==> src/sv/sha256_pkg.sv <==
// shared types, constants and round functions for the sha256 stream hash
// no dependencies
package sha256_pkg;

    typedef enum logic [2:0] {
        ST_IDLE,
        ST_LOAD,
        ST_ROUND,
        ST_ADD,
        ST_EMIT
    } t_state;

    // pad phases of a finish item
    typedef enum logic [1:0] {
        PH_NONE,
        PH_EXTRA,
        PH_FINAL
    } t_phase;

    localparam logic REQ_ABSORB = 1'b0;
    localparam logic REQ_FINISH = 1'b1;
    localparam logic [7:0] PAD_MARK = 8'h80;

    typedef logic [31:0] t_word;

    // control from sequencer to round unit
    typedef struct packed {
        logic init;
        logic load;
        logic round;
        logic add;
        logic reset_hash;
    } t_round_ctrl;

    function automatic t_word rotr(input t_word x, input int n);
        rotr = (x >> n) | (x << (32 - n));
    endfunction

    function automatic t_word round_k(input logic [5:0] r);
        t_word k [64] = '{
            32'h428a2f98, 32'h71374491, 32'hb5c0fbcf, 32'he9b5dba5,
            32'h3956c25b, 32'h59f111f1, 32'h923f82a4, 32'hab1c5ed5,
            32'hd807aa98, 32'h12835b01, 32'h243185be, 32'h550c7dc3,
            32'h72be5d74, 32'h80deb1fe, 32'h9bdc06a7, 32'hc19bf174,
            32'he49b69c1, 32'hefbe4786, 32'h0fc19dc6, 32'h240ca1cc,
            32'h2de92c6f, 32'h4a7484aa, 32'h5cb0a9dc, 32'h76f988da,
            32'h983e5152, 32'ha831c66d, 32'hb00327c8, 32'hbf597fc7,
            32'hc6e00bf3, 32'hd5a79147, 32'h06ca6351, 32'h14292967,
            32'h27b70a85, 32'h2e1b2138, 32'h4d2c6dfc, 32'h53380d13,
            32'h650a7354, 32'h766a0abb, 32'h81c2c92e, 32'h92722c85,
            32'ha2bfe8a1, 32'ha81a664b, 32'hc24b8b70, 32'hc76c51a3,
            32'hd192e819, 32'hd6990624, 32'hf40e3585, 32'h106aa070,
            32'h19a4c116, 32'h1e376c08, 32'h2748774c, 32'h34b0bcb5,
            32'h391c0cb3, 32'h4ed8aa4a, 32'h5b9cca4f, 32'h682e6ff3,
            32'h748f82ee, 32'h78a5636f, 32'h84c87814, 32'h8cc70208,
            32'h90befffa, 32'ha4506ceb, 32'hbef9a3f7, 32'hc67178f2};
        round_k = k[r];
    endfunction

    function automatic t_word init_hash(input logic [2:0] i);
        t_word h [8] = '{
            32'h6a09e667, 32'hbb67ae85, 32'h3c6ef372, 32'ha54ff53a,
            32'h510e527f, 32'h9b05688c, 32'h1f83d9ab, 32'h5be0cd19};
        init_hash = h[i];
    endfunction

endpackage

==> src/sv/sha256_stream_hash_core.sv <==
// top level of the sha256 stream hash: byte buffer, sequencer, output register
// depends on sha256_pkg and sha256_round
//
// usage:
//   input channel carries one item: i_req_type 0 absorbs i_data_byte,
//   1 finishes the message. the block stalls the input while it works.
//   an absorb only stores the byte, except the 64th byte of a block, which
//   also runs compression: 16 word loads, 64 rounds on the single shared
//   round unit and one hash add.
//   a finish pads, compresses one block (two when fewer than 9 bytes
//   remain), then emits eight items o_digest_word / o_word_index /
//   o_last_word, H0 first, one per cycle when not stalled.
//   the round unit, one round per cycle, sets the compression time.
//   a stall on the output holds the current digest word steady.
//   reset (synchronous, active low) reloads the initial hash and clears
//   the byte count and fill count; buffer contents are left as they are.
//   after finish the block returns to the initial hash, empty message.
module sha256_stream_hash_core (
    input  logic        i_clk,
    input  logic        i_rst_n,
    input  logic        i_valid,
    output logic        o_stall,
    input  logic        i_req_type,
    input  logic [7:0]  i_data_byte,
    output logic        o_valid,
    input  logic        i_stall,
    output logic [31:0] o_digest_word,
    output logic [2:0]  o_word_index,
    output logic        o_last_word
);

    sha256_pkg::t_state    r_state, n_state;
    sha256_pkg::t_phase    r_phase, n_phase;
    sha256_pkg::t_round_ctrl n_ctrl;
    logic [31:0] r_buf [16];
    logic [5:0]  r_fill;
    logic [60:0] r_total;
    logic [6:0]  r_cnt, n_cnt;
    logic [2:0]  r_idx;
    logic        r_extra;
    logic [31:0] n_load_word;
    logic [31:0] n_buf_word;
    logic [63:0] n_bits;
    logic        n_acc, n_out_take;
    logic [5:0]  n_pos;

    assign n_acc      = i_valid && !o_stall;
    assign n_out_take = o_valid && !i_stall;
    assign n_bits     = {r_total, 3'b000};

    // padded byte at a block position while loading
    function automatic logic [7:0] pad_byte(input logic [5:0] p, input logic [7:0] b,
                                            input sha256_pkg::t_phase ph,
                                            input logic [5:0] fill, input logic [63:0] bits,
                                            input logic extra);
        logic [7:0] v;
        v = b;
        if (ph == sha256_pkg::PH_FINAL) begin
            if (p >= 6'd56) begin
                v = bits[8*(63 - p) +: 8];
            end else if (!extra && p == fill) begin
                v = sha256_pkg::PAD_MARK;
            end else if (extra || p > fill) begin
                v = 8'h00;
            end
        end else if (ph == sha256_pkg::PH_EXTRA) begin
            if (p == fill) v = sha256_pkg::PAD_MARK;
            else if (p > fill) v = 8'h00;
        end
        pad_byte = v;
    endfunction

    // load word from the buffer at word r_cnt
    always_comb begin
        n_pos = {r_cnt[3:0], 2'b00};
        n_buf_word = r_buf[r_cnt[3:0]];
        n_load_word = {pad_byte(n_pos, n_buf_word[31:24], r_phase, r_fill, n_bits, r_extra),
                       pad_byte(n_pos | 6'd1, n_buf_word[23:16], r_phase, r_fill, n_bits,
                                r_extra),
                       pad_byte(n_pos | 6'd2, n_buf_word[15:8], r_phase, r_fill, n_bits,
                                r_extra),
                       pad_byte(n_pos | 6'd3, n_buf_word[7:0], r_phase, r_fill, n_bits,
                                r_extra)};
    end

    // next state
    always_comb begin
        n_state = r_state;
        n_phase = r_phase;
        n_cnt   = r_cnt;
        case (r_state)
            sha256_pkg::ST_IDLE: begin
                n_cnt = '0;
                if (n_acc) begin
                    if (i_req_type == sha256_pkg::REQ_FINISH) begin
                        n_state = sha256_pkg::ST_LOAD;
                        n_phase = (r_fill >= 6'd56) ? sha256_pkg::PH_EXTRA
                                                    : sha256_pkg::PH_FINAL;
                    end else if (r_fill == 6'd63) begin
                        n_state = sha256_pkg::ST_LOAD;
                        n_phase = sha256_pkg::PH_NONE;
                    end
                end
            end
            sha256_pkg::ST_LOAD: begin
                n_cnt = r_cnt + 7'd1;
                if (r_cnt == 7'd15) begin
                    n_state = sha256_pkg::ST_ROUND;
                    n_cnt   = '0;
                end
            end
            sha256_pkg::ST_ROUND: begin
                n_cnt = r_cnt + 7'd1;
                if (r_cnt == 7'd63) n_state = sha256_pkg::ST_ADD;
            end
            sha256_pkg::ST_ADD: begin
                n_cnt = '0;
                if (r_phase == sha256_pkg::PH_EXTRA) begin
                    n_state = sha256_pkg::ST_LOAD;
                    n_phase = sha256_pkg::PH_FINAL;
                end else if (r_phase == sha256_pkg::PH_FINAL) begin
                    n_state = sha256_pkg::ST_EMIT;
                end else begin
                    n_state = sha256_pkg::ST_IDLE;
                end
            end
            sha256_pkg::ST_EMIT: begin
                if (n_out_take && r_idx == 3'd7) begin
                    n_state = sha256_pkg::ST_IDLE;
                    n_phase = sha256_pkg::PH_NONE;
                end
            end
            default: n_state = sha256_pkg::ST_IDLE;
        endcase
    end

    // outputs of the sequencer
    always_comb begin
        n_ctrl = '0;
        o_stall = 1'b1;
        o_valid = 1'b0;
        case (r_state)
            sha256_pkg::ST_IDLE:  o_stall = 1'b0;
            sha256_pkg::ST_LOAD: begin
                n_ctrl.load = 1'b1;
                n_ctrl.init = (r_cnt == 7'd0);
            end
            sha256_pkg::ST_ROUND: n_ctrl.round = 1'b1;
            sha256_pkg::ST_ADD:   n_ctrl.add = 1'b1;
            sha256_pkg::ST_EMIT: begin
                o_valid = 1'b1;
                n_ctrl.reset_hash = n_out_take && r_idx == 3'd7;
            end
            default: o_stall = 1'b1;
        endcase
    end

    // control registers
    always_ff @(posedge i_clk) begin
        if (!i_rst_n) begin
            r_state <= sha256_pkg::ST_IDLE;
            r_phase <= sha256_pkg::PH_NONE;
            r_cnt   <= '0;
            r_fill  <= '0;
            r_total <= '0;
            r_idx   <= '0;
            r_extra <= 1'b0;
        end else begin
            r_state <= n_state;
            r_phase <= n_phase;
            r_cnt   <= n_cnt;
            if (r_state == sha256_pkg::ST_IDLE && n_acc) begin
                if (i_req_type == sha256_pkg::REQ_ABSORB) begin
                    r_fill  <= r_fill + 6'd1;
                    r_total <= r_total + 61'd1;
                end
                r_extra <= 1'b0;
            end
            if (r_state == sha256_pkg::ST_ADD && r_phase == sha256_pkg::PH_EXTRA) begin
                r_extra <= 1'b1;
            end
            if (n_out_take) begin
                r_idx <= r_idx + 3'd1;
                if (r_idx == 3'd7) begin
                    r_fill  <= '0;
                    r_total <= '0;
                end
            end
        end
    end

    // byte buffer, held as 16 big-endian words
    always_ff @(posedge i_clk) begin
        if (r_state == sha256_pkg::ST_IDLE && n_acc && i_req_type == sha256_pkg::REQ_ABSORB) begin
            r_buf[r_fill[5:2]][{~r_fill[1:0], 3'b000} +: 8] <= i_data_byte;
        end
    end

    sha256_round u_round (
        .i_clk       (i_clk),
        .i_rst_n     (i_rst_n),
        .i_ctrl      (n_ctrl),
        .i_rnd       (r_cnt[5:0]),
        .i_load_word (n_load_word),
        .i_hash_sel  (r_idx),
        .o_hash_word (o_digest_word)
    );

    assign o_word_index = r_idx;
    assign o_last_word  = (r_idx == 3'd7);

endmodule

==> src/sv/sha256_round.sv <==
// one sha256 round unit with schedule window, working and hash registers
// depends on sha256_pkg
module sha256_round (
    input  logic                    i_clk,
    input  logic                    i_rst_n,
    input  sha256_pkg::t_round_ctrl i_ctrl,
    input  logic [5:0]              i_rnd,
    input  sha256_pkg::t_word       i_load_word,
    input  logic [2:0]              i_hash_sel,
    output sha256_pkg::t_word       o_hash_word
);

    sha256_pkg::t_word r_h [8];
    sha256_pkg::t_word r_v [8];
    sha256_pkg::t_word r_w [16];

    sha256_pkg::t_word n_w, n_t1, n_t2, n_s0, n_s1;

    // schedule word: window shifts, oldest at index 0
    always_comb begin
        n_s0 = sha256_pkg::rotr(r_w[1], 7) ^ sha256_pkg::rotr(r_w[1], 18) ^ (r_w[1] >> 3);
        n_s1 = sha256_pkg::rotr(r_w[14], 17) ^ sha256_pkg::rotr(r_w[14], 19)
             ^ (r_w[14] >> 10);
        if (i_rnd < 6'd16) begin
            n_w = r_w[0];
        end else begin
            n_w = n_s1 + r_w[9] + n_s0 + r_w[0];
        end
    end

    // round compression
    always_comb begin
        n_t1 = r_v[7] + (sha256_pkg::rotr(r_v[4], 6) ^ sha256_pkg::rotr(r_v[4], 11)
             ^ sha256_pkg::rotr(r_v[4], 25)) + ((r_v[4] & r_v[5]) ^ (~r_v[4] & r_v[6]))
             + sha256_pkg::round_k(i_rnd) + n_w;
        n_t2 = (sha256_pkg::rotr(r_v[0], 2) ^ sha256_pkg::rotr(r_v[0], 13)
             ^ sha256_pkg::rotr(r_v[0], 22))
             + ((r_v[0] & r_v[1]) ^ (r_v[0] & r_v[2]) ^ (r_v[1] & r_v[2]));
    end

    // hash words
    always_ff @(posedge i_clk) begin
        if (!i_rst_n || i_ctrl.reset_hash) begin
            for (int i = 0; i < 8; i++) r_h[i] <= sha256_pkg::init_hash(3'(i));
        end else if (i_ctrl.add) begin
            for (int i = 0; i < 8; i++) r_h[i] <= r_h[i] + r_v[i];
        end
    end

    // working variables and window
    always_ff @(posedge i_clk) begin
        if (i_ctrl.init) begin
            for (int i = 0; i < 8; i++) r_v[i] <= r_h[i];
        end else if (i_ctrl.round) begin
            r_v[7] <= r_v[6]; r_v[6] <= r_v[5]; r_v[5] <= r_v[4];
            r_v[4] <= r_v[3] + n_t1;
            r_v[3] <= r_v[2]; r_v[2] <= r_v[1]; r_v[1] <= r_v[0];
            r_v[0] <= n_t1 + n_t2;
        end
        if (i_ctrl.load || i_ctrl.round) begin
            for (int i = 0; i < 15; i++) r_w[i] <= r_w[i + 1];
            r_w[15] <= i_ctrl.load ? i_load_word : n_w;
        end
    end

    assign o_hash_word = r_h[i_hash_sel];

endmodule

==> config.mk <==
export PLATFORM = sky130hd
export DESIGN_NAME = sha256_stream_hash_core
export DESIGN_NICKNAME = d
export VERILOG_FILES = /design/src/sv/sha256_pkg.sv /design/src/sv/sha256_stream_hash_core.sv /design/src/sv/sha256_round.sv
export SDC_FILE = /design/constraint.sdc
export NUM_CORES = 2
export LEC_CHECK = 0
export ABC_CLOCK_PERIOD_IN_PS = 16630
export BUFFER_PORTS_ARGS = -buffer_cell sky130_fd_sc_hd__buf_2
export CAP_MARGIN = 20
export CELL_PAD_IN_SITES_DETAIL_PLACEMENT = 0
export CELL_PAD_IN_SITES_GLOBAL_PLACEMENT = 1
export CORE_ASPECT_RATIO = 0.9
export CORE_UTILIZATION = 57
export DETAILED_ROUTE_END_ITERATION = 10
export PLACE_DENSITY = 0.89
export SLEW_MARGIN = 30
export SYNTH_ARGS = -nofsm -noshare
export SYNTH_HDL_FRONTEND = slang
export SYNTH_HIERARCHICAL = 1
export SYNTH_SLANG_ARGS = --single-unit
==> constraint.sdc <==
create_clock -name i_clk -period 16.63 [get_ports i_clk]
set_input_delay 3.326 -clock i_clk [delete_from_list [all_inputs] [get_ports i_clk]]
set_output_delay 3.326 -clock i_clk [all_outputs]
set_load 0.005 [all_outputs]
* Yosys cells after proc, flatten, opt, wreduce, memory -nomap -nowiden
Memories as Yosys holds them, arrays and structs flattened. A register that Yosys moved wholly into a read port is not among the register bits. Cells that the tools add are included.
Cells by class: add/subtract/negate cells 27, magnitude comparators 11, eq/ne operators 20, shifts and indexed selects 6, muxes and demuxes 100, bitwise gates (word level) 46, reduce and logical (&&, ||, !) cells 27
Operators by type and width (number):
- 32-bit two-way mux | 21
- 32-bit adder | 18
- 32-bit bitwise XOR | 9
- 64-bit by 33-bit indexed part select with 8-bit output | 4
- 61-bit two-way mux | 4
- 8-bit two-way mux | 28
- 32-bit bitwise AND | 5
- 61-bit by 1-bit adder with 61-bit output (second input constant) | 1
- 32-bit inverter | 1
- 10-bit by 32-bit bitwise OR with 32-bit output | 1
- 13-bit by 32-bit bitwise OR with 32-bit output | 1
- 14-bit by 32-bit bitwise OR with 32-bit output | 1
- 15-bit by 32-bit bitwise OR with 32-bit output | 1
- 19-bit by 32-bit bitwise OR with 32-bit output | 1
- 21-bit by 32-bit bitwise OR with 32-bit output | 1
- 25-bit by 32-bit bitwise OR with 32-bit output | 1
- 26-bit by 32-bit bitwise OR with 32-bit output | 1
- 30-bit by 32-bit bitwise OR with 32-bit output | 1
- 7-bit by 32-bit bitwise OR with 32-bit output | 1
- 8-bit by 7-bit variable shift with 32-bit output (first input constant) | 1
- 8-bit by 7-bit indexed part select with 32-bit output | 1
- 32-bit by 22-bit bitwise XOR with 32-bit output | 1
- 32-bit by 29-bit bitwise XOR with 32-bit output | 1
- 6-bit >= comparator (second input constant) | 5
- 41 further kinds | 127
Storage, ports and cells: bits in registers 83, RAM bits 1536, bits in read-only memories 2048, bits of input ports 13, word-level logic and storage cells 249, memories 5
Memory list:
- (no name shown) | words 64, bits a word 32, read ports 1, clocked after Yosys merged registers in 0, wr ports 0, line sha256_pkg.sv:57 | round_k = k[r];
- r_buf | words 16, bits a word 32, read ports 1, clocked after Yosys merged registers in 1, wr ports 1, line sha256_stream_hash_core.sv:35 | logic [31:0] r_buf [16];
- u_round.r_w | words 16, bits a word 32, read ports 16, clocked after Yosys merged registers in 0, wr ports 16, line sha256_round.sv:15 | sha256_pkg::t_word r_w [16];
- u_round.r_h | words 8, bits a word 32, read ports 9, clocked after Yosys merged registers in 1, wr ports 8, line sha256_round.sv:13 | sha256_pkg::t_word r_h [8];
- u_round.r_v | words 8, bits a word 32, read ports 8, clocked after Yosys merged registers in 0, wr ports 8, line sha256_round.sv:14 | sha256_pkg::t_word r_v [8];

* Longest topological paths before layout
An unclocked memory read counts as a cell.
depth in word-level cells 11, mapped depth 47, mapped depth without buffers 47

* Cells and area by module
Netlist, hierarchy kept.
By module, submodules not included:
- sha256_round | instances 1, cells each 5906, area an instance 64715.8 um^2
- sha256_stream_hash_core | instances 1, cells each 1509, area an instance 24681.2 um^2

* Worst setup path before layout
OpenSTA, ideal clock, no wires.
kind input to register, start point input i_stall, end point memory u_round/r_h[0][0] (netlist name) (enable), setup time 0.664 ns, arrival 9.922 ns, required time 15.966 ns, setup slack 6.044 ns, stages on the path 6, cells stage by stage nor2_1 > and2_1 > nor2b_1 > clkbuf_1 > clkbuf_1 > nand2b_1
RTL lines:
- start, declared | line sha256_stream_hash_core.sv:26 | input logic i_stall,
- end, declared | line sha256_round.sv:13

==> out/results.tsv <==
metric	value	unit
Critical Path Fanout Max	6	
first-pass iteration count of the detailed router	6	
nets@finish	8016	
Total Wirelength	259000	um
CP max stage delay	0.77	ns
drc violations	0	
clock buffer depth	3	
syn nets	8028	
CTS Root Cell	clkbuf_16	
fin crit period	11.65	ns
wire per inst	26.9	um
Die Y-Extent	378	um
critical path's most frequent cell	fa_1	
CTS H-Tree Depth	4	
Buf+Inv Stages, Crit Path	5	
Fmax	0.0858	GHz
io pins	51	
Cells after Synth	7415	
Mapped Area	0.0894	sq mm
Placed Instance Area	0.0919	sq mm
fraction of layout cells with a size suffix above 1	0.0980	
postcts setup bufs	0	
cts hold-fix bufs	0	
worst r2r src	u_round/r_w[0][40]$_DFFE_PP_	
met1 wire length	111000	um
post-route cell area	0.0976	sq mm
FILL cells	11900	
CTS clk-pin slew, worst paths	0.06	ns
Ys Warns	6	
max layer used	met5	
top cell type's share of synthesized area	0.516	
final hold violations	0	
top post-synthesis cells by count	1536 x edfxtp_1, 1022 x nand2_1, 510 x nor2_1	
Starting Density	0.576	
P_leak	35.1	nW
CP Launch Point	u_round/r_w[0][40]$_DFFE_PP_	
synthesized area per cell	12.1	sq um
RSZ-0062 raised after global routing	no	
max-slew violation count	0	
top cells by area, synth	edfxtp_1 52%, ha_1 5.7%, mux4_2 5.0%	
port bufs	50	
vias per cell	6.36	
gpl congestion	1.04	
Pwr Density	166	mW/mm^2
Vias	61200	
# Max-Cap Violations	0	
WP data arrival	12.17	ns
Core Box Area	0.155	sq mm
Num CTS Buffers	166	
Seq/Total Area, Yosys	0.535	
first-pass GRT wire length	381000	um
chip width	419	um
Post-synth EDFFs	1536	
initial antenna violation count	4	
area grow syn2layout	9.19	%
grt total ovfl	0	
status	finished, final reports clean	
initial detailed-routing violation count	7455	
std cell rows	137	
Total GRT Usage	0.325	
largest net degree at the start of global routing	161	
most frequent cell after synthesis	edfxtp_1	
WL met2	112000	um
Rel. slew slack	0.253	
Final ANT Viol Nets	0	
Sw Pwr	6.25	mW
clk sink count	1623	
Yosys cell types	97	
area leader, netlist	edfxtp_1	
Clk pwr share	0.239	
delay-heaviest family, CP	adder cells	
CP Launch Type	flip-flop	
clock latency on the worst-skew pair	0.84	ns
Final Skew	0.0488	ns
count of final setup violators	0	
Post-CTS Resized	0	
hold_sp	u_round/r_w[1][85]$_DFFE_PP_	
Setup TNS	0	ns
Worst-Margin Slew	1.11	ns
wire length on met3	28800	um
Setup Crit Path Kind	flip-flop to flip-flop	
die area	0.158	sq mm
P_int	9.96	mW
switching share of total power	0.385	
Slowest cell on crit path	o21ai_0	
Reg power frac	0.303	
ys async rst share	0	
predominant post-synthesis flop cell	edfxtp_1	
register bit total from synthesis	1623	
post-DP HPWL	182000	um
peak supply drop	0.262	mV
crit end category	flip-flop	
Hold Crit Class	flip-flop to flip-flop	
Critical Path RT	17.15	ns
logic gate share of total power	0.458	
number of global-route vias before repair	58300	
CTS tree	yes	
fin crit share	0.701	
sequential cells by signal, summed over array words and instances, names as in the netlist, named ones only:
signal	count
r_fill	6
o_word_index	3
u_round/r_w	512
r_phase	2
u_round/r_h	256
r_extra	1
r_total	61
r_cnt	7
u_round/r_v	256
r_state	3
r_buf	512
final cells by class:
type	instances	area (sq um)	share of cell area
multi-input cells	5098	39000	0.400
diodes	3	7.51	0.0000769
inverters	377	1420	0.0145
flip-flops and latches	1623	47900	0.491
clock buffers	191	4270	0.0437
well taps	2085	2610	0.0267
repair buffers	137	1070	0.0110
clock inverters	114	1340	0.0137
power by group through the flow:
stage / Combinational, mW / Sequential [mW] / Clock (mW)
detailed placement: 7.16 / 4.99 / 0
floorplan: 5.48 / 4.94 / 0
global placement: 7.09 / 4.99 / 0
finish: 7.43 / 4.91 / 3.87
global route: 8.14 / 4.93 / 4.05
CTS: 7.25 / 4.91 / 3.91
worst paths after layout:
| path | end | slack [ns] | depth (start not counted) |
|---|---|---|---|
| worst max-delay path | u_round/r_v[0][30]$_DFFE_PP_ | 4.98 | 44 |
| worst min-delay path | u_round/r_w[1][53]$_DFFE_PP_ | 0.40 | 0 |
| worst max register to register | u_round/r_v[0][30]$_DFFE_PP_ | 4.98 | 44 |
| worst min register to register | u_round/r_w[1][53]$_DFFE_PP_ | 0.40 | 0 |
worst register-to-register path, delay by kind of cell (launching register included):
kind,cells,cell delay [ns]
buffers and inverters,5,0.41
AO/OA/AOI/OAI,16,4.04
XOR/XNOR,5,1.15
adder cells (fa/ha/maj),10,4.18
flip-flops,1,0.49
AND/OR/NAND/NOR,8,1.07
cells in the final DEF, fill, tap and decap left out, types with 195 or more instances in the layout:
cell,n
a21oi_1,382
edfxtp_1,1536
fa_1,195
ha_1,405
inv_1,370
mux4_2,197
nand2_1,1021
nor2_1,506
o21ai_0,269
xnor2_1,410
xor2_1,225
per-layer routing:
metal  vias to the layer above  GRT usage
met2                      3340      0.472
li1                      27000          -
met4                         2     0.0862
met3                       412     0.0744
met1                     30500      0.491
met5                         -          0
cells by family (layout without fill, tap and decap cells):
family	count (synthesis)	after routing	share of synthesized area
compound gates	1384	1384	0.0981
xor+xnor	637	637	0.0627
fa+ha+maj	629	629	0.104
buf+inv	694	819	0.0295
flops	1623	1623	0.535
mux	335	335	0.0664
other cells	0	3	0
simple gates	2113	2113	0.104
per-stage QoR:
stage / std cells / util / hold slack [ns] / worst slack (ns) / power [mW]
after floorplan: 7415 / - / 0.400 / 6.04 / 10.4
after global placement: 9313 / 0.591 / 0.400 / 5.31 / 12.1
after detailed placement: 9316 / 0.592 / 0.405 / 5.36 / 12.2
after CTS: 9621 / 0.628 / 0.404 / 5.20 / 16.1
after global routing: 9625 / 0.629 / 0.414 / 4.13 / 17.1
final: 9628 / 0.629 / 0.403 / 4.98 / 16.2
Power figures use the tool's default switching activity.
